[src/sv/imm_pkg.sv]
`timescale 1ns / 1ps
// Shared constants, types and helpers of the integer matrix multiply core.
package imm_pkg;

	localparam int MAX_DIM     = 8;
	localparam int FIELD_LIMIT = 8;
	localparam int DIM_LIMIT   = (MAX_DIM < FIELD_LIMIT) ? MAX_DIM : FIELD_LIMIT;
	localparam int DATA_W      = 32;
	localparam int IDX_W       = 3;
	localparam int DIM_W       = 4;
	localparam int MODE_W      = 2;
	localparam int CFG_IDX_W   = 2;
	localparam int DEPTH       = MAX_DIM * MAX_DIM;
	localparam int ADDR_W      = $clog2(DEPTH);

	typedef enum logic [MODE_W-1:0] {
		MODE_LOAD_A = 2'd0,
		MODE_LOAD_B = 2'd1,
		MODE_START  = 2'd2
	} imm_mode_t;

	localparam logic [CFG_IDX_W-1:0] REG_ROW_COUNT   = 2'd0;
	localparam logic [CFG_IDX_W-1:0] REG_INNER_COUNT = 2'd1;
	localparam logic [CFG_IDX_W-1:0] REG_COL_COUNT   = 2'd2;

	typedef struct packed {
		logic             wr_a;
		logic             wr_b;
		logic             rd_valid;
		logic             rd_first;
		logic             rd_lastk;
		logic [IDX_W-1:0] row;
		logic [IDX_W-1:0] col;
		logic [IDX_W-1:0] k;
		logic             last_elem;
	} imm_cmd_t;

	typedef struct packed {
		logic result_done;
		logic out_free;
	} imm_stat_t;

	function automatic logic [DIM_W-1:0] eff_dim(input logic [DIM_W-1:0] v);
		logic [DIM_W-1:0] r;
		if (v == '0) begin
			r = DIM_W'(1);
		end else if (32'(v) > DIM_LIMIT) begin
			r = DIM_W'(DIM_LIMIT);
		end else begin
			r = v;
		end
		return r;
	endfunction

endpackage

[src/sv/imm_out_if.sv]
`timescale 1ns / 1ps
// Result channel carrying elements of the product matrix out of the core.
interface imm_out_if;
	logic                                  valid;
	logic                                  ready;
	logic [imm_pkg::IDX_W-1:0]             out_row;
	logic [imm_pkg::IDX_W-1:0]             out_col;
	logic signed [imm_pkg::DATA_W-1:0]     product_value;
	logic                                  last;

	modport source (output valid, out_row, out_col, product_value, last, input ready);
	modport sink   (input valid, out_row, out_col, product_value, last, output ready);
endinterface

[src/sv/imm_datapath.sv]
`timescale 1ns / 1ps
// Datapath: operand stores, multiply and accumulate pipeline and the result register.
module imm_datapath (
	input  logic                             clk,
	input  logic                             arst_n,
	input  imm_pkg::imm_cmd_t                cmd,
	output imm_pkg::imm_stat_t               stat,
	input  logic [imm_pkg::IDX_W-1:0]        wr_row,
	input  logic [imm_pkg::IDX_W-1:0]        wr_col,
	input  logic [imm_pkg::DATA_W-1:0]       wr_value,
	imm_out_if.source                        result
);
	import imm_pkg::*;

	logic [DATA_W-1:0] store_a_q [DEPTH];
	logic [DATA_W-1:0] store_b_q [DEPTH];
	logic [ADDR_W-1:0] wr_addr;
	logic [ADDR_W-1:0] rd_addr_a;
	logic [ADDR_W-1:0] rd_addr_b;
	logic              wr_in_range;

	logic [DATA_W-1:0] a_s1;
	logic [DATA_W-1:0] b_s1;
	logic              valid_s1;
	logic              first_s1;
	logic              lastk_s1;
	logic [DATA_W-1:0] prod_s2;
	logic              valid_s2;
	logic              first_s2;
	logic              lastk_s2;
	logic [DATA_W-1:0] acc_q;
	logic [DATA_W-1:0] acc_next;

	logic              out_valid_q;
	logic [IDX_W-1:0]  out_row_q;
	logic [IDX_W-1:0]  out_col_q;
	logic [DATA_W-1:0] out_data_q;
	logic              out_last_q;
	logic              load_out;

	assign wr_in_range = (32'(wr_row) < MAX_DIM) && (32'(wr_col) < MAX_DIM);
	assign wr_addr     = ADDR_W'(32'(wr_row) * MAX_DIM + 32'(wr_col));
	assign rd_addr_a   = ADDR_W'(32'(cmd.row) * MAX_DIM + 32'(cmd.k));
	assign rd_addr_b   = ADDR_W'(32'(cmd.k) * MAX_DIM + 32'(cmd.col));

	always_ff @(posedge clk) begin
		if (cmd.wr_a && wr_in_range) begin
			store_a_q[wr_addr] <= wr_value;
		end
		if (cmd.wr_b && wr_in_range) begin
			store_b_q[wr_addr] <= wr_value;
		end
		a_s1    <= store_a_q[rd_addr_a];
		b_s1    <= store_b_q[rd_addr_b];
		prod_s2 <= a_s1 * b_s1;
	end

	assign acc_next = first_s2 ? prod_s2 : acc_q + prod_s2;
	assign load_out = valid_s2 && lastk_s2;

	always_ff @(posedge clk or negedge arst_n) begin
		if (!arst_n) begin
			valid_s1    <= 1'b0;
			first_s1    <= 1'b0;
			lastk_s1    <= 1'b0;
			valid_s2    <= 1'b0;
			first_s2    <= 1'b0;
			lastk_s2    <= 1'b0;
			acc_q       <= '0;
			out_valid_q <= 1'b0;
		end else begin
			valid_s1 <= cmd.rd_valid;
			first_s1 <= cmd.rd_first;
			lastk_s1 <= cmd.rd_lastk;
			valid_s2 <= valid_s1;
			first_s2 <= first_s1;
			lastk_s2 <= lastk_s1;
			if (valid_s2) begin
				acc_q <= acc_next;
			end
			if (load_out) begin
				out_valid_q <= 1'b1;
			end else if (result.ready) begin
				out_valid_q <= 1'b0;
			end
		end
	end

	always_ff @(posedge clk) begin
		if (load_out) begin
			out_row_q  <= cmd.row;
			out_col_q  <= cmd.col;
			out_data_q <= acc_next;
			out_last_q <= cmd.last_elem;
		end
	end

	assign stat.result_done = load_out;
	assign stat.out_free    = !out_valid_q || result.ready;

	assign result.valid         = out_valid_q;
	assign result.out_row       = out_row_q;
	assign result.out_col       = out_col_q;
	assign result.product_value = out_data_q;
	assign result.last          = out_last_q;

endmodule

[src/flat_wrapper.sv]
// flat-port wrapper written by rule: the top's interface ports become plain ports
module imm_datapath_flat import imm_pkg::*;
  (clk, arst_n, cmd, stat, wr_row, wr_col, wr_value, result_valid, result_out_row, result_out_col, result_product_value, result_last, result_ready);
  imm_out_if result_i ();
  input  logic clk;
  input  logic arst_n;
  input  imm_pkg::imm_cmd_t cmd;
  output imm_pkg::imm_stat_t stat;
  input  logic [imm_pkg::IDX_W-1:0] wr_row;
  input  logic [imm_pkg::IDX_W-1:0] wr_col;
  input  logic [imm_pkg::DATA_W-1:0] wr_value;
  output wire logic [$bits(result_i.valid)-1:0] result_valid;
  output wire logic [$bits(result_i.out_row)-1:0] result_out_row;
  output wire logic [$bits(result_i.out_col)-1:0] result_out_col;
  output wire logic [$bits(result_i.product_value)-1:0] result_product_value;
  output wire logic [$bits(result_i.last)-1:0] result_last;
  input wire logic [$bits(result_i.ready)-1:0] result_ready;
  assign result_valid = result_i.valid;
  assign result_out_row = result_i.out_row;
  assign result_out_col = result_i.out_col;
  assign result_product_value = result_i.product_value;
  assign result_last = result_i.last;
  assign result_i.ready = result_ready;
  imm_datapath u_core (.clk(clk), .arst_n(arst_n), .cmd(cmd), .stat(stat), .wr_row(wr_row), .wr_col(wr_col), .wr_value(wr_value), .result(result_i));
endmodule
[config.mk]
export PLATFORM = sky130hd
export DESIGN_NAME = imm_datapath_flat
export DESIGN_NICKNAME = d
export VERILOG_FILES = /design/src/sv/imm_pkg.sv /design/src/sv/imm_out_if.sv /design/src/sv/imm_datapath.sv /design/src/flat_wrapper.sv
export SDC_FILE = /design/constraint.sdc
export NUM_CORES = 2
export LEC_CHECK = 0
export ABC_AREA = 1
export ABC_CLOCK_PERIOD_IN_PS = 8800
export BUFFER_PORTS_ARGS = -buffer_cell sky130_fd_sc_hd__buf_2
export CORE_UTILIZATION = 40
export DETAILED_ROUTE_END_ITERATION = 6
export PLACE_DENSITY = 0.54
export SYNTH_ARGS = -nofsm -noshare
export SYNTH_HDL_FRONTEND = slang
export SYNTH_SLANG_ARGS = --single-unit
[constraint.sdc]
create_clock -name clk -period 8.8 [get_ports clk]
set_input_delay 1.76 -clock clk [delete_from_list [all_inputs] [get_ports clk]]
set_output_delay 1.76 -clock clk [all_outputs]
set_load 0.05 [all_outputs]
# == Word-level counts from Yosys, hierarchy flattened ==
# Memories as Yosys holds them, arrays and structs flattened. A register that Yosys moved wholly into a read port is not among the register bits.
# Cells that the tools add are included.
# totals
reg_bits,110
mem_bits_rw,4096
n_memories,2
# mem_list
name,words,word_bits,rd,rd_clocked_by_memory_dff,write_ports,line_no,source
u_core.store_a_q,64,32,1,1,1,imm_datapath.sv:15,logic [DATA_W-1:0] store_a_q [DEPTH];
u_core.store_b_q,64,32,1,1,1,imm_datapath.sv:16,logic [DATA_W-1:0] store_b_q [DEPTH];
# classes
add_sub_neg,4
n_reduce_logical,4
mul,1
n_mux,7
# op_table
cell,n
32-bit adder,1
32-bit by 32-bit multiplier with 32-bit output,1
32-bit 2-to-1 mux,1
6-bit by 3-bit adder with 6-bit output,3
1-bit 2-to-1 mux,6
2-bit nonzero test,1
1-bit logical AND,1
1-bit logical NOT,1
1-bit logical OR,1

# == Depth between registers and ports, before layout ==
# logic_depth
depth_word,2
ltp_mapped,33

# == Least setup slack after synthesis ==
# No wires, ideal clock.
# synth_timing
kind,register to register
from,"register u_core.b_s1[2], read port of u_core.store_b_q"
to,register u_core.prod_s2[29]
stages_incl_launch_ff,23
setup_slack_ns,2.333
arrival_time_ns,6.340
n_path_buf,2
path_cell_list,dfxtp_1 > clkbuf_1 > buf_1 > nand2_1 > fa_1 > fa_1 > fa_1 > fa_1 > inv_1 > fa_1 > fa_1 > inv_1 > fa_1 > fa_1 > inv_1 > ha_1 > a21oi_1 > o21ai_0 > a21oi_1 > nand3_1 > a21oi_1 > o21ai_0 > xor2_1
# synth_via
elab_chain_len,1
# synth_rtl
item,line_no,source
start: declaration,imm_datapath.sv:23,logic [DATA_W-1:0] b_s1;
32-bit by 32-bit multiplier with 32-bit output,imm_datapath.sv:55,prod_s2 <= a_s1 * b_s1;
end signal: assignment,imm_datapath.sv:55,
end: declaration,imm_datapath.sv:27,logic [DATA_W-1:0] prod_s2;
# Every way passes these cells.
# A chain may end at the register's enable or synchronous reset.

# == Worst setup path in the final report ==
# layout_timing
from,"register u_core.b_s1[8], read port of u_core.store_b_q"
to,register u_core.prod_s2[29]
# The elaborated chain is that of the path after synthesis.

==> flow_summary.toml <==
[clocking]
h-tree-depth = 5
clock_path_buffers = 4
clock_latency_ps = 1020
clock-root-buffer = "clkbuf_16"
postCtsHoldBufs = 0
post_cts_resized = 0
numCtsBuffers = 440
cts.sinks = 4270
postCtsSetupBuffers = 0
cts_tree = "done"
cts.clk_slew.worst_paths_ps = 60

[timing]
min_period_ps = 7210
rsz0062_at_grt = "no"
report.final.slew_viol_count = 14
setup_viol_count_final = 0
skew_ps = 50.4
min_period_over_period_pct = 82.0
slew_headroom_pct = -22.4
fmax_ghz = 0.139
finalSetupTns_ps = 0
finalHoldViolCount = 0
worstMarginPinSlew_ps = 1840
worst_slack_ps = 1590

[power]
power.switching_mw = 28.7
sw_frac_of_total_pct = 38.8
irDropWorstVdd_mv = 2.77
p_total_mw = 74.0
comb_power_share_pct = 43.8
powerDensity_mw_per_mm2 = 361
p_int_mw = 45.2
p_leak_nw = 69.9
clkPwrFrac_pct = 24.5
seqPwrFrac_pct = 31.7

[final_layout]
nets = 15400
drive_above_1_share_pct = 7.89
area_growth_pct = 11.7

[global_routing]
grt_usage_pct = 24.2
grt_max_degree = 174
antenna_found_initial = 48
overflow = 0
grt_first_pass_wirelength_microns = 823000
grt_pass1_vias = 115000

[placement]
gp_congestion = 0.893
dp_slack_ps = 1680
numPortBuffers = 97
dp_hpwl_microns = 318000

[synthesis]
async_flop_share_pct = 0.913
synth_ff_type = "edfxtp_1"
synth_edf_count = 4135
avgSynthCellArea_sq_um = 12.3
syn_inst = 14900
netlist_area_sq_mm = 0.183
synth_cell_types = 44
synthTopCellsByArea = "edfxtp_1, o21ai_0, nor2_1"
ys_ff_latch = 4270
synth-seq-area-share_pct = 69.3
yosys.area.top_type_share_pct = 67.7
synthesis.nets = 15500
ys_warn_count = 0
synth_top_cell_by_area = "edfxtp_1"

[critical_path]
crit_path_end_kind = "flop"
required_ps = 9750
r2r-start = "u_core.b_s1[8]"
cp_max_fo = 24
reg2reg_to = "u_core.prod_s2[29]"
cp-start-kind = "flop"
cp_slowest_stage_delay_ps = 1140
crit_chain = "nand2_1, fa_1, inv_1, fa_1, fa_1, inv_1, fa_1, inv_1, fa_1, fa_1, fa_1, fa_1, ha_1, nand2_1, nor4_1, nand4_1, nand3_1, a21oi_1, o21ai_0, xor2_1"
cp_slowest_cell = "dfxtp_1"
critical_path_class = "flop to flop"
arrival_ps = 8170
regToRegSetupSlack_ps = 1590
cpMostUsedCell = "fa_1"
reg2regPathDepth = 20
cp-endpoint = "u_core.prod_s2[29]"
critical_path.startpoint = "u_core.b_s1[8]"

[route]
routed_via_density = 5.72
dr_total_vias = 121000
wirelength_microns = 574000
drt-initial-drc-count = 13900
wl_per_cell_microns = 27.1
firstDrtPassIters = 6
drc = 0
antenna_left = 0

[run]
cap_violations = 1

[run_status]
violations = "capacitance limit, slew limit"
status = "complete, but fails checks"

[hold_path]
hp-class = "flop to flop"

[floorplanning]
io_pins = 98
dieWidth_microns = 679
rows = 248
die_h_microns = 679
floorplan.initialDensity_pct = 40.2
dieArea_sq_mm = 0.461
core-area_sq_mm = 0.456
[cells in the final DEF (no fill, tap or decap), drive strengths merged, types with 96 or more instances in the layout]
master	netlist	layout
buf	322	433
clkbuf	709	557
clkinv	6	207
dfxtp	96	96
edfxtp	4135	4135
fa	409	409
ha	154	154
inv	819	832
nand2	947	947
nand3	105	105
nor2	2764	2764
nor3	128	128
o21ai	2692	2692
o22ai	1289	1289
[power by group through the flow]
stage | registers [mW] | clock network (mW) | logic, mW
after detailed placement | 23.9 | 0 | 32.5
after floorplan | 23.9 | 0 | 24.7
final | 23.5 | 18.1 | 32.4
after global placement | 23.9 | 0 | 32.0
after CTS | 23.5 | 18.4 | 32.6
after global routing | 23.5 | 19.1 | 36.0
[sequential cells by signal, indices dropped and copies added, names as in the netlist, 3 cells and up]
name,flops
u_core.store_a_q,2048
u_core.result.out_col,3
u_core.a_s1,32
u_core.result.out_row,3
u_core.result.product_value,32
u_core.prod_s2,32
u_core.store_b_q,2048
u_core.acc_q,32
u_core.b_s1,32
[routing by layer]
layer	global-route usage, %	wire length [microns]	up-vias
met1	34.2	246000	61800
met5	0	122	-
met3	3.73	45200	923
met4	8.37	20800	18
met2	38.2	263000	4863
li1	-	-	53400
[how the worst min path moves through the flow]
stage	start	endpoint	depth (start not counted)
finish	u_core.valid_s1	u_core.valid_s2	0
global route	u_core.first_s1	u_core.first_s2	0
CTS	u_core.valid_s1	u_core.valid_s2	0
detailed placement	u_core.valid_s1	u_core.valid_s2	0
global placement	u_core.first_s1	u_core.first_s2	0
floorplan	u_core.first_s1	u_core.first_s2	0
[final cells by class]
cell class | count | area, sq um
fillers | 41400 | 251000
flip-flops and latches | 4270 | 127000
multi-input cells | 8780 | 49500
clock buffers | 557 | 11600
well taps | 6000 | 7510
repair buffers | 433 | 3570
inverters | 825 | 3160
clock inverters | 250 | 2180
diodes | 48 | 120
[through the flow]
step	cell area [sq um]	hold slack, ps	cells	utilization, %
2_1_floorplan	183000	331	14900	-
3_3_place_gp	191000	334	20300	41.8
3_5_place_dp	191000	348	20300	41.8
4_1_cts	205000	351	21100	44.8
5_1_grt	205000	355	21100	44.9
6_report	205000	349	21200	44.9
[cell families after synthesis]
family,share of synthesized area [%]
flip-flops,69.3
AO/OA/AOI/OAI,12.4
AND/OR/NAND/NOR,8.42
buffers and inverters,4.08
adder cells (fa/ha/maj),5.52
XOR/XNOR,0.244
[worst max-delay path: cells and delay by family (launching register included)]
kind | cells | cell delay [ps]
simple gates | 5 | 1080
buf+inv | 3 | 200
fa+ha+maj | 9 | 4230
flops | 1 | 1140
xor+xnor | 1 | 160
compound gates | 2 | 350
[cell usage after synthesis (2+ instances only)]
master / instances
a31oi_1: 28
nor4_1: 2
nand4_1: 14
o31ai_1: 5
buf_1: 44
nand2_1: 947
o211ai_1: 14
a21oi_1: 81
buf_6: 9
xor2_1: 32
edfxtp_1: 4135
o21bai_1: 6
clkinv_1: 6
and2_1: 3
or2_1: 4
buf_4: 40
nor2_1: 2764
o21ai_1: 250
o22ai_1: 1289
nand3_1: 105
xnor2_1: 19
fa_1: 409
o32ai_1: 17
dfxtp_1: 96
o221ai_1: 14
or2_2: 19
a21o_1: 10
inv_1: 811
inv_2: 7
a21boi_0: 3
clkbuf_1: 709
dfrtp_1: 39
o21a_1: 6
buf_2: 229
nor3_1: 128
nand3b_1: 10
ha_1: 154
o21ai_0: 2442
Power figures use the tool's default switching activity.
