--- src/sv/imm_pkg.sv ---
`timescale 1ns / 1ps
// Shared constants, types and helpers of the integer matrix multiply core.
package imm_pkg;

	localparam int MAX_DIM     = 8;
	localparam int FIELD_LIMIT = 8;
	localparam int DIM_LIMIT   = (MAX_DIM < FIELD_LIMIT) ? MAX_DIM : FIELD_LIMIT;
	localparam int DATA_W      = 32;
	localparam int IDX_W       = 3;
	localparam int DIM_W       = 4;
	localparam int MODE_W      = 2;
	localparam int CFG_IDX_W   = 2;
	localparam int DEPTH       = MAX_DIM * MAX_DIM;
	localparam int ADDR_W      = $clog2(DEPTH);

	typedef enum logic [MODE_W-1:0] {
		MODE_LOAD_A = 2'd0,
		MODE_LOAD_B = 2'd1,
		MODE_START  = 2'd2
	} imm_mode_t;

	localparam logic [CFG_IDX_W-1:0] REG_ROW_COUNT   = 2'd0;
	localparam logic [CFG_IDX_W-1:0] REG_INNER_COUNT = 2'd1;
	localparam logic [CFG_IDX_W-1:0] REG_COL_COUNT   = 2'd2;

	typedef struct packed {
		logic             wr_a;
		logic             wr_b;
		logic             rd_valid;
		logic             rd_first;
		logic             rd_lastk;
		logic [IDX_W-1:0] row;
		logic [IDX_W-1:0] col;
		logic [IDX_W-1:0] k;
		logic             last_elem;
	} imm_cmd_t;

	typedef struct packed {
		logic result_done;
		logic out_free;
	} imm_stat_t;

	function automatic logic [DIM_W-1:0] eff_dim(input logic [DIM_W-1:0] v);
		logic [DIM_W-1:0] r;
		if (v == '0) begin
			r = DIM_W'(1);
		end else if (32'(v) > DIM_LIMIT) begin
			r = DIM_W'(DIM_LIMIT);
		end else begin
			r = v;
		end
		return r;
	endfunction

endpackage

--- src/sv/imm_ctrl.sv ---
`timescale 1ns / 1ps
// Controller: configuration registers, request decode and the element walk state machine.
module imm_ctrl (
	input  logic                             clk,
	input  logic                             arst_n,
	input  logic                             cfg_we,
	input  logic [imm_pkg::CFG_IDX_W-1:0]    cfg_index,
	input  logic [imm_pkg::DIM_W-1:0]        cfg_data,
	input  logic                             in_valid,
	input  logic [imm_pkg::MODE_W-1:0]       in_mode,
	output logic                             in_ready,
	output imm_pkg::imm_cmd_t                cmd,
	input  imm_pkg::imm_stat_t               stat
);
	import imm_pkg::*;

	typedef enum logic [1:0] {
		ST_IDLE,
		ST_ISSUE,
		ST_WAIT,
		ST_HOLD
	} state_t;

	state_t           state_q;
	logic [DIM_W-1:0] row_cfg_q;
	logic [DIM_W-1:0] inner_cfg_q;
	logic [DIM_W-1:0] col_cfg_q;
	logic [DIM_W-1:0] rows_q;
	logic [DIM_W-1:0] inner_q;
	logic [DIM_W-1:0] cols_q;
	logic [IDX_W-1:0] i_q;
	logic [IDX_W-1:0] j_q;
	logic [IDX_W-1:0] k_q;
	logic             accept;
	logic             k_end;
	logic             j_end;
	logic             i_end;

	assign in_ready = (state_q == ST_IDLE);
	assign accept   = in_valid && in_ready;
	assign k_end    = ({1'b0, k_q} == inner_q - DIM_W'(1));
	assign j_end    = ({1'b0, j_q} == cols_q - DIM_W'(1));
	assign i_end    = ({1'b0, i_q} == rows_q - DIM_W'(1));

	always_comb begin
		cmd           = '0;
		cmd.wr_a      = accept && (in_mode == MODE_LOAD_A);
		cmd.wr_b      = accept && (in_mode == MODE_LOAD_B);
		cmd.rd_valid  = (state_q == ST_ISSUE);
		cmd.rd_first  = (k_q == '0);
		cmd.rd_lastk  = k_end;
		cmd.row       = i_q;
		cmd.col       = j_q;
		cmd.k         = k_q;
		cmd.last_elem = i_end && j_end;
	end

	always_ff @(posedge clk or negedge arst_n) begin
		if (!arst_n) begin
			state_q     <= ST_IDLE;
			row_cfg_q   <= DIM_W'(8);
			inner_cfg_q <= DIM_W'(8);
			col_cfg_q   <= DIM_W'(8);
			rows_q      <= DIM_W'(1);
			inner_q     <= DIM_W'(1);
			cols_q      <= DIM_W'(1);
			i_q         <= '0;
			j_q         <= '0;
			k_q         <= '0;
		end else begin
			if (cfg_we) begin
				case (cfg_index)
					REG_ROW_COUNT:   row_cfg_q   <= cfg_data;
					REG_INNER_COUNT: inner_cfg_q <= cfg_data;
					REG_COL_COUNT:   col_cfg_q   <= cfg_data;
					default: ;
				endcase
			end
			case (state_q)
				ST_IDLE: begin
					if (accept && (in_mode == MODE_START)) begin
						rows_q  <= eff_dim(row_cfg_q);
						inner_q <= eff_dim(inner_cfg_q);
						cols_q  <= eff_dim(col_cfg_q);
						i_q     <= '0;
						j_q     <= '0;
						k_q     <= '0;
						state_q <= ST_ISSUE;
					end
				end
				ST_ISSUE: begin
					if (k_end) begin
						k_q     <= '0;
						state_q <= ST_WAIT;
					end else begin
						k_q <= k_q + IDX_W'(1);
					end
				end
				ST_WAIT: begin
					if (stat.result_done) begin
						state_q <= ST_HOLD;
					end
				end
				ST_HOLD: begin
					if (stat.out_free) begin
						if (i_end && j_end) begin
							state_q <= ST_IDLE;
						end else begin
							if (j_end) begin
								j_q <= '0;
								i_q <= i_q + IDX_W'(1);
							end else begin
								j_q <= j_q + IDX_W'(1);
							end
							state_q <= ST_ISSUE;
						end
					end
				end
				default: state_q <= ST_IDLE;
			endcase
		end
	end

endmodule

--- config.mk ---
export PLATFORM = sky130hd
export DESIGN_NAME = imm_ctrl
export DESIGN_NICKNAME = d
export VERILOG_FILES = /design/src/sv/imm_pkg.sv /design/src/sv/imm_ctrl.sv
export SDC_FILE = /design/constraint.sdc
export NUM_CORES = 1
export LEC_CHECK = 0
export BUFFER_PORTS_ARGS = -buffer_cell sky130_fd_sc_hd__buf_2
export CAP_MARGIN = 10
export CORE_MARGIN = 10
export CORE_UTILIZATION = 56
export DETAILED_ROUTE_END_ITERATION = 12
export GPL_ROUTABILITY_DRIVEN = 0
export MAX_ROUTING_LAYER = met4
export PLACE_DENSITY = 0.79
export RECOVER_POWER = 50
export SYNTH_ARGS = -nofsm -noshare
export SYNTH_HDL_FRONTEND = slang
export SYNTH_SLANG_ARGS = --single-unit
--- constraint.sdc ---
create_clock -name clk -period 2.6 [get_ports clk]
set_input_delay 0.26 -clock clk [delete_from_list [all_inputs] [get_ports clk]]
set_output_delay 0.26 -clock clk [all_outputs]
set_load 0.005 [all_outputs]
# After elaboration in Yosys (flattened, before gate mapping)
# Index checks and enable logic that the tools add are counted.
[word_totals] register_bits=35 output_inout_bits=16 wordCells=80
[classes] addsub=6 n_lt_le_gt_ge=3 eq_ne=16 n_mux=23 reduce_logical=22
[op_table] op="3-bit 2-to-1 mux" n=8
[op_table] op="4-bit 2-to-1 mux" n=6
[op_table] op="3-bit case mux with 2 select lines" n=3
[op_table] op="3-bit by 4-bit equality test with 1-bit output" n=3
[op_table] op="4-bit > comparator, second input constant" n=3
[op_table] op="4-bit logical NOT" n=3
[op_table] op="4-bit by 1-bit subtractor with 4-bit output, second input constant" n=3
[op_table] op="2-bit AND reduction" n=5
[op_table] op="3-bit by 1-bit adder with 3-bit output, second input constant" n=3
[op_table] op="2-bit equality test, second input constant" n=4
[op_table] op="2-bit 2-to-1 mux" n=4
[op_table] op="2-bit != test, second input constant" n=4
[op_table] op="2-bit case mux with 4 select lines" n=1
[op_table] op="4-bit AND reduction" n=2
[op_table] op="2-bit by 1-bit equality test with 1-bit output, second input constant" n=3
[op_table] op="2-bit logical NOT" n=3
[op_table] op="1-bit logical AND" n=5
[op_table] op="5-bit AND reduction" n=1
[op_table] op="2-bit by 1-bit != test with 1-bit output, second input constant" n=2
[op_table] op="2-bit nonzero test" n=2
[op_table] op="3-bit logical NOT" n=1
[op_table] op="1-bit 2-to-1 mux" n=1

# Depth between registers and ports, before layout
# Gate-level depths: netlist of run 1.
[logic_depth] depth_word=6 mapped_depth=8

# Least setup slack after synthesis of run 1
# No wires, ideal clock.
[synth_timing] path_kind="register to register" startpoint="register rows_q[0]" endpoint="register j_q[2]" t_arrival_ns=2.088 required_time_ns=2.521 setup_slack_ns=0.433 path_stages_with_launch=8 n_path_buf=0 period_less_slack_ns=2.167 cell_sequence="dfstp_2 inv_1 ha_1 xor2_1 or4_4 a31o_4 o311ai_4 mux2i_1"
[synth_between] elab_chain_cells=5
[synth_lines] element="start, declared" line_no="imm_ctrl.sv:28" rtl="logic [DIM_W-1:0] rows_q;"
[synth_lines] element="start signal, assigned" line_no="imm_ctrl.sv:82" rtl="rows_q <= eff_dim(row_cfg_q);"
[synth_lines] element="4-bit by 1-bit subtractor with 4-bit output" line_no="imm_ctrl.sv:43" rtl="assign i_end = ({1'b0, i_q} == rows_q - DIM_W'(1));"
[synth_lines] element="3-bit by 4-bit equality test with 1-bit output" line_no="imm_ctrl.sv:43"
[synth_lines] element="1-bit logical AND" line_no="imm_ctrl.sv:106" rtl="if (i_end && j_end) begin"
[synth_lines] element="2-bit != test (no line)"
[synth_lines] element="4-bit AND reduction (no line)"
[synth_lines] element="end signal, assigned" line_no="imm_ctrl.sv:113" rtl="j_q <= j_q + IDX_W'(1);"
[synth_lines] element="end, declared" line_no="imm_ctrl.sv:32" rtl="logic [IDX_W-1:0] j_q;"
# No other way between the ends.
# A chain may end at the register's enable or synchronous reset.

==> results of run 1 <==
-- registers in the layout (all words and copies together) (netlist names), 3 cells and up --
register,flops
col_cfg_q,4
cols_q,4
inner_cfg_q,4
inner_q,4
row_cfg_q,4
rows_q,4
i_q,3
j_q,3
k_q,3
-- final cells by class --
type                       instances  area, um2  share of cell area
clock buffer                       6       41.3              0.0180
clock inverter                     2       37.5              0.0163
inverter                          18       67.6              0.0294
tap                               46       57.6              0.0251
timing repair buffer              33        175              0.0763
multi-input combinational        134       1030               0.450
sequential                        35        883               0.385
-- cell families after synthesis --
| group | Yosys count | share of synthesized area |
|---|---|---|
| compound gates | 37 | 0.144 |
| xor+xnor | 10 | 0.0436 |
| fa+ha+maj | 11 | 0.0686 |
| buf+inv | 23 | 0.0468 |
| flops | 35 | 0.440 |
| mux | 17 | 0.0941 |
| simple gates | 59 | 0.163 |
-- worst max path at each step --
stage | end | slack [ns] | cells after the start
after floorplan | j_q[2] | 0.43 | 7
after global placement | i_q[1] | 0.40 | 7
after detailed placement | j_q[2] | 0.36 | 7
after CTS | cmd[0] | 0.01 | 7
after global routing | cmd[0] | 0.004 | 7
final | cmd[0] | 0.11 | 7
-- per-layer routing --
metal  wire length, um  GRT usage
met5                 0          -
met2              1660      0.200
met1              1710      0.144
met4                50     0.0475
met3               225     0.0473
-- layout by cell type (no fill, tap or decap), types with 3 or more instances in the layout --
cell	instances
buf_2	27
buf_4	3
clkbuf_1	3
clkbuf_4	5
dfrtp_1	29
dfstp_2	4
ha_1	11
inv_1	18
mux2_2	15
nand2_1	16
nand2b_1	8
nand3b_1	4
nor2_1	11
nor3_1	3
nor3b_1	3
o21ai_0	10
o31ai_1	5
xnor2_1	4
xor2_1	6
-- Yosys cell counts, types with 2 or more instances --
library cell / n / area (um2)
dfrtp_1: 29 / 726
nand2_1: 16 / 60.1
xor2_1: 6 / 52.6
mux2i_1: 2 / 20.0
a21boi_0: 2 / 15.0
nor2_1: 11 / 41.3
ha_1: 11 / 138
o31ai_1: 5 / 37.5
dfstp_2: 6 / 158
o311ai_0: 2 / 17.5
buf_4: 2 / 15.0
o21ai_1: 2 / 10.0
nor3b_1: 3 / 22.5
nor2b_1: 2 / 12.5
inv_1: 18 / 67.6
mux2_2: 15 / 169
or4_1: 2 / 15.0
nand3_1: 2 / 10.0
nor3_1: 3 / 15.0
nand3b_1: 4 / 30.0
nand2b_1: 8 / 50.1
a21oi_1: 2 / 10.0
xnor2_1: 4 / 35.0
clkbuf_1: 3 / 11.3
o21ai_0: 10 / 50.1
-- metrics by stage --
| step | hold slack [ns] | power [W] | utilization |
|---|---|---|---|
| after global placement | 0.373 | 0.00204 | 0.646 |
| final | 0.173 | 0.00247 | 0.677 |
| after CTS | 0.160 | 0.00248 | 0.675 |
| after global routing | 0.169 | 0.00269 | 0.677 |
| after floorplan | -0.0356 | 0.00180 | - |
| after detailed placement | 0.379 | 0.00208 | 0.646 |
-- repair_timing --
action                                  CTS  global route
endpoints found under the setup margin    1             1
endpoints found under the hold margin    24             0
pin swaps                                 0             1
resized for setup                         0             1
gates cloned                              0             0
hold buffers                              1             0
buffers inserted                          1             1
-- power by group through the flow --
stage / registers (W) / clock network (W) / logic (W)
6_report: 0.000965 / 0.000396 / 0.00111
5_1_grt: 0.00100 / 0.000422 / 0.00127
4_1_cts: 0.000968 / 0.000406 / 0.00111
3_5_place_dp: 0.000987 / 0 / 0.00109
3_3_place_gp: 0.000976 / 0 / 0.00107
2_1_floorplan: 0.000937 / 0 / 0.000864
==> results.toml, run 1 <==
[power]
p_int_w = 0.00150
power_density_nw_per_um2 = 1070
switching_power_w = 0.000965
clkPwrFrac = 0.161
switching_share = 0.391
combinationalPowerShare = 0.448
ir_drop_uv = 518
seq_power_share = 0.391
p_leak_nw = 1.05

[clocking]
root_buffer = "clkbuf_4"
cts_max_level = 2
clock_latency_ns = 0.35
clkTransAtPathRegs_ns = 0.11
cts_buffers = 5
cts.sinks = 35
clockBufferDepth = 2
cts_tree = "yes"

[sta]
period_share = 0.958
setup_violations = 0
post-route-min-period_ns = 2.49
clock_skew_ns = 0.00902
fmax_mhz = 401
finalHoldViolCount = 0
drv_slew = 36
setup_ws_ns = 0.109
max_slew_margin = -0.207
final.setup.tns_ns = 0
tightest_slew_ns = 1.81
rsz0062_at_grt = "no"

[global_route]
antenna_found_initial = 0
grt_max_degree = 36
grt.overflow.total = 0
grt_pass1_vias = 1434
gr-usage-all-layers = 0.127
grt_pass1_wl_um = 6470

[final_layout]
fin_cells = 274
fin_area_um2 = 2300
syn_to_final_growth_pct = 14.4
drive_above_1_share = 0.276
nNetsFinal = 252
antennaDiodeCount = 0
nFillCells = 274

[worst_hold_path]
min_path_type = "input pin to flop"
min-delay-start = "cfg_data[2]"
min_path_cells = 2
min_delay_worst_endpoint = "inner_cfg_q[2]"

[critical_path]
worstPathCellList = "inv_1 -> ha_1 -> xor2_1 -> or4_4 -> a31o_4 -> nor2_1 -> buf_2"
rrSetupSlack_ns = 0.31
critPathLaunch = "rows_q[0]"
crit_buf_inv = 2
reg2reg_to = "j_q[2]"
cp_max_fo = 4
cp_slowest_cell = "dfstp_2"
critPathTopFamily = "simple AND/OR/NAND/NOR gates"
setup.worst_path.start_class = "flop"
max_stage_delay_ns = 0.54
crit_required_ns = 2.34
reg2regPathDepth = 8
r2r_start = "rows_q[0]"
cp-end-kind = "output port"
crit_type = "flop to output port"
arrival_ns = 2.23

[floorplan]
die_area_um2 = 6380
fp-row-count = 21
die_h_um = 79.9
die_w_um = 79.9
initial_utilization = 0.592
fp.coreArea_um2 = 3390
io_pins = 30

[placed_design]
io_buffer_count = 29
dp.cells = 263
hpwl_um = 2760
place_area_um2 = 2190
dp_slack_ns = 0.361

[job]
drv_cap = 1

[drt]
vias = 1473
drt_iter0_markers = 52
avgViaCountPerCell = 5.38
dr.pass1.iters = 4
wl_per_cell_um = 13.3
routed_wl_um = 3650
drc = 0
ant_nets = 0

[run_status]
violations = "max-capacitance violations, max-slew violations"
status = "finished, violations left"

[synth]
netlist_instances = 192
netlist_area_um2 = 2010
synth_nets = 217
synth-seq-area-share = 0.440
async_reset_ff_frac = 1.00
synth_edf_count = 0
ys.flop_type = "dfrtp_1"
synth_seq_cells = 35
synth.avg_cell_area_um2 = 10.5
yosysWarnings = 0
yosysUniqueCellTypes = 47
(Power assumes the default switching activity.)
==> inputs of run 2 (changes only) <==
--- a/config.mk
+++ b/config.mk
@@ -5,6 +5,7 @@
 export SDC_FILE = /design/constraint.sdc
 export NUM_CORES = 1
 export LEC_CHECK = 0
+export ABC_AREA = 1
 export BUFFER_PORTS_ARGS = -buffer_cell sky130_fd_sc_hd__buf_2
 export CAP_MARGIN = 10
 export CORE_MARGIN = 10
==> results.toml, run 2 <==
[run_status]
status = "finished, violations left"
violations = "max-capacitance violations, max-slew violations"

[drt]
wl_per_cell_um = 11.1
routed_wl_um = 3680
dr.pass1.iters = 4
vias = 1588
avgViaCountPerCell = 4.81
drc = 0
drt_iter0_markers = 84
ant_nets = 0

[final_layout]
nNetsFinal = 308
antennaDiodeCount = 0
syn_to_final_growth_pct = 13.0
final_common_cell = "nand2_1"
fin_area_um2 = 2260
nFillCells = 288
final_cell_mix = "nand2_1, inv_1, dfrtp_1, buf_2, nand3_1"
drive_above_1_share = 0.197

[power]
seq_power_share = 0.377
switching_share = 0.430
clkPwrFrac = 0.132
ir_drop_uv = 467
p_int_w = 0.00129
combinationalPowerShare = 0.491
p_leak_nw = 1.22
power_density_nw_per_um2 = 1000
switching_power_w = 0.000975

[synth]
async_reset_ff_frac = 1.00
synth.largest_area_cell = "dfrtp_1"
ys.flop_type = "dfrtp_1"
synth-seq-area-share = 0.441
synth.most_common_cell = "nand2_1"
yosysUniqueCellTypes = 28
synth.avg_cell_area_um2 = 8.11
synth_nets = 272
synth_edf_count = 0
netlist_area_um2 = 2000
synth.top_cells.by_count = "nand2_1, inv_1, dfrtp_1"
synthTopCellsByArea = "dfrtp_1, nand2_1, inv_1, dfstp_2, ha_1"
netlist.area_leader.share = 0.362
synth_seq_cells = 35
yosysWarnings = 0
netlist_instances = 247

[sta]
post-route-min-period_ns = 2.27
fin_worst_hold_slack_ns = 0.193
max_slew_margin = -0.212
rsz0062_at_grt = "no"
finalHoldViolCount = 0
setup_violations = 0
fmax_mhz = 441
period_share = 0.873
final.setup.tns_ns = 0
tightest_slew_ns = 1.82
clock_skew_ns = 0.00918
drv_slew = 36

[global_route]
gr-usage-all-layers = 0.132
grt_max_degree = 36
grt.overflow.total = 0
grt_pass1_vias = 1518
antenna_found_initial = 0
grt_pass1_wl_um = 6620

[critical_path]
max_stage_delay_ns = 0.55
cp-end-kind = "output port"
crit_required_ns = 2.34
crit_type = "flop to output port"
setup.worst_path.start_class = "flop"
worstPathCellList = "inv_2 -> ha_1 -> nand2_1 -> inv_1 -> nor2_1 -> nand3_2 -> nor2_2 -> nand2_1 -> inv_1 -> buf_2"
arrival_ns = 2.01
cp_slowest_cell = "dfstp_2"
cp_max_fo = 5

[floorplan]
die_h_um = 79.8
io_pins = 30
initial_utilization = 0.591
fp.coreArea_um2 = 3390
die_area_um2 = 6370
fp-row-count = 21
die_w_um = 79.8

[clocking]
cts.sinks = 35
clock_latency_ns = 0.34
ctsResizeCount = 0
cts_buffers = 5
root_buffer = "clkbuf_4"
post-cts-setup-buffers = 0
cts_tree = "yes"
cts_max_level = 2
clkTransAtPathRegs_ns = 0.11
clockBufferDepth = 2
cts_hold_buf = 1

[placed_design]
place_area_um2 = 2200
hpwl_um = 2900
io_buffer_count = 29

[worst_hold_path]
min_path_type = "input pin to flop"

[job]
drv_cap = 1
run 2: cell count changes after synthesis, moves of 4 or more:
cell / change
o21ai_0: +5
nand3_2: +4
nand3_1: +14
mux2_2: -15
o22ai_1: +9
o31ai_1: -5
nand3b_1: -4
inv_1: +30
nand2_1: +43
a21oi_1: +5
nand2b_1: -8
run 2: worst paths after layout:
| check | startpoint | endpoint | slack (ns) | cells after the start |
|---|---|---|---|---|
| min | cfg_data[3] | col_cfg_q[3] | 0.19 | 3 |
| max reg2reg | cols_q[0] | j_q[2] | 0.71 | 11 |
| max in group asynchronous | arst_n | row_cfg_q[2] | 0.62 | 2 |
| min in group asynchronous | arst_n | j_q[0] | 0.93 | 2 |
| min reg2reg | col_cfg_q[3] | col_cfg_q[3] | 0.50 | 2 |
| max | cols_q[0] | cmd[0] | 0.33 | 10 |
run 2: cell families (layout without fill, tap and decap cells):
family	count (synthesis)	count (layout)	share of synthesized area
xor gates and xnor gates	7	7	0.0306
AOI/OAI and AO/OA	39	39	0.122
and+or+nand+nor	103	103	0.238
DFF	35	35	0.441
adders and majority gates	11	11	0.0687
buffers and inverters	52	89	0.0993
run 2: metal layers:
metal	wire length, um	GRT usage
met5	0	-
met3	183	0.0450
met2	1700	0.210
met1	1730	0.150
met4	64	0.0528
run 2: worst max-delay path, delay by kind of cell (launching register included):
| kind | cells | cell delay, ns |
|---|---|---|
| AND/OR/NAND/NOR | 5 | 0.58 |
| flip-flops | 1 | 0.55 |
| buffers and inverters | 4 | 0.26 |
| adder cells (fa/ha/maj) | 1 | 0.29 |
run 2: stage by stage:
stage / cells / worst slack [ns] / total power (W) / util
after global placement: 321 / 0.741 / 0.00197 / 0.649
after detailed placement: 321 / 0.710 / 0.00200 / 0.649
final: 330 / 0.331 / 0.00227 / 0.668
after CTS: 330 / 0.305 / 0.00230 / 0.669
after floorplan: 247 / 0.840 / 0.00174 / -
after global routing: 330 / 0.169 / 0.00252 / 0.668
run 2: power by group through the flow:
stage | logic, W | registers, W | clock network, W
floorplan | 0.000898 | 0.000846 | 0
detailed placement | 0.00113 | 0.000870 | 0
global route | 0.00131 | 0.000884 | 0.000332
finish | 0.00111 | 0.000856 | 0.000299
CTS | 0.00113 | 0.000859 | 0.000311
global placement | 0.00110 | 0.000864 | 0
run 2: final cells by class:
class | instances | area, um2 | share of cell area
repair buffers | 30 | 153 | 0.0674
clock buffers | 5 | 37.5 | 0.0166
flip-flops and latches | 35 | 883 | 0.390
multi-input cells | 160 | 921 | 0.407
well taps | 46 | 57.6 | 0.0254
clock inverters | 3 | 20.0 | 0.00884
inverters | 51 | 191 | 0.0846
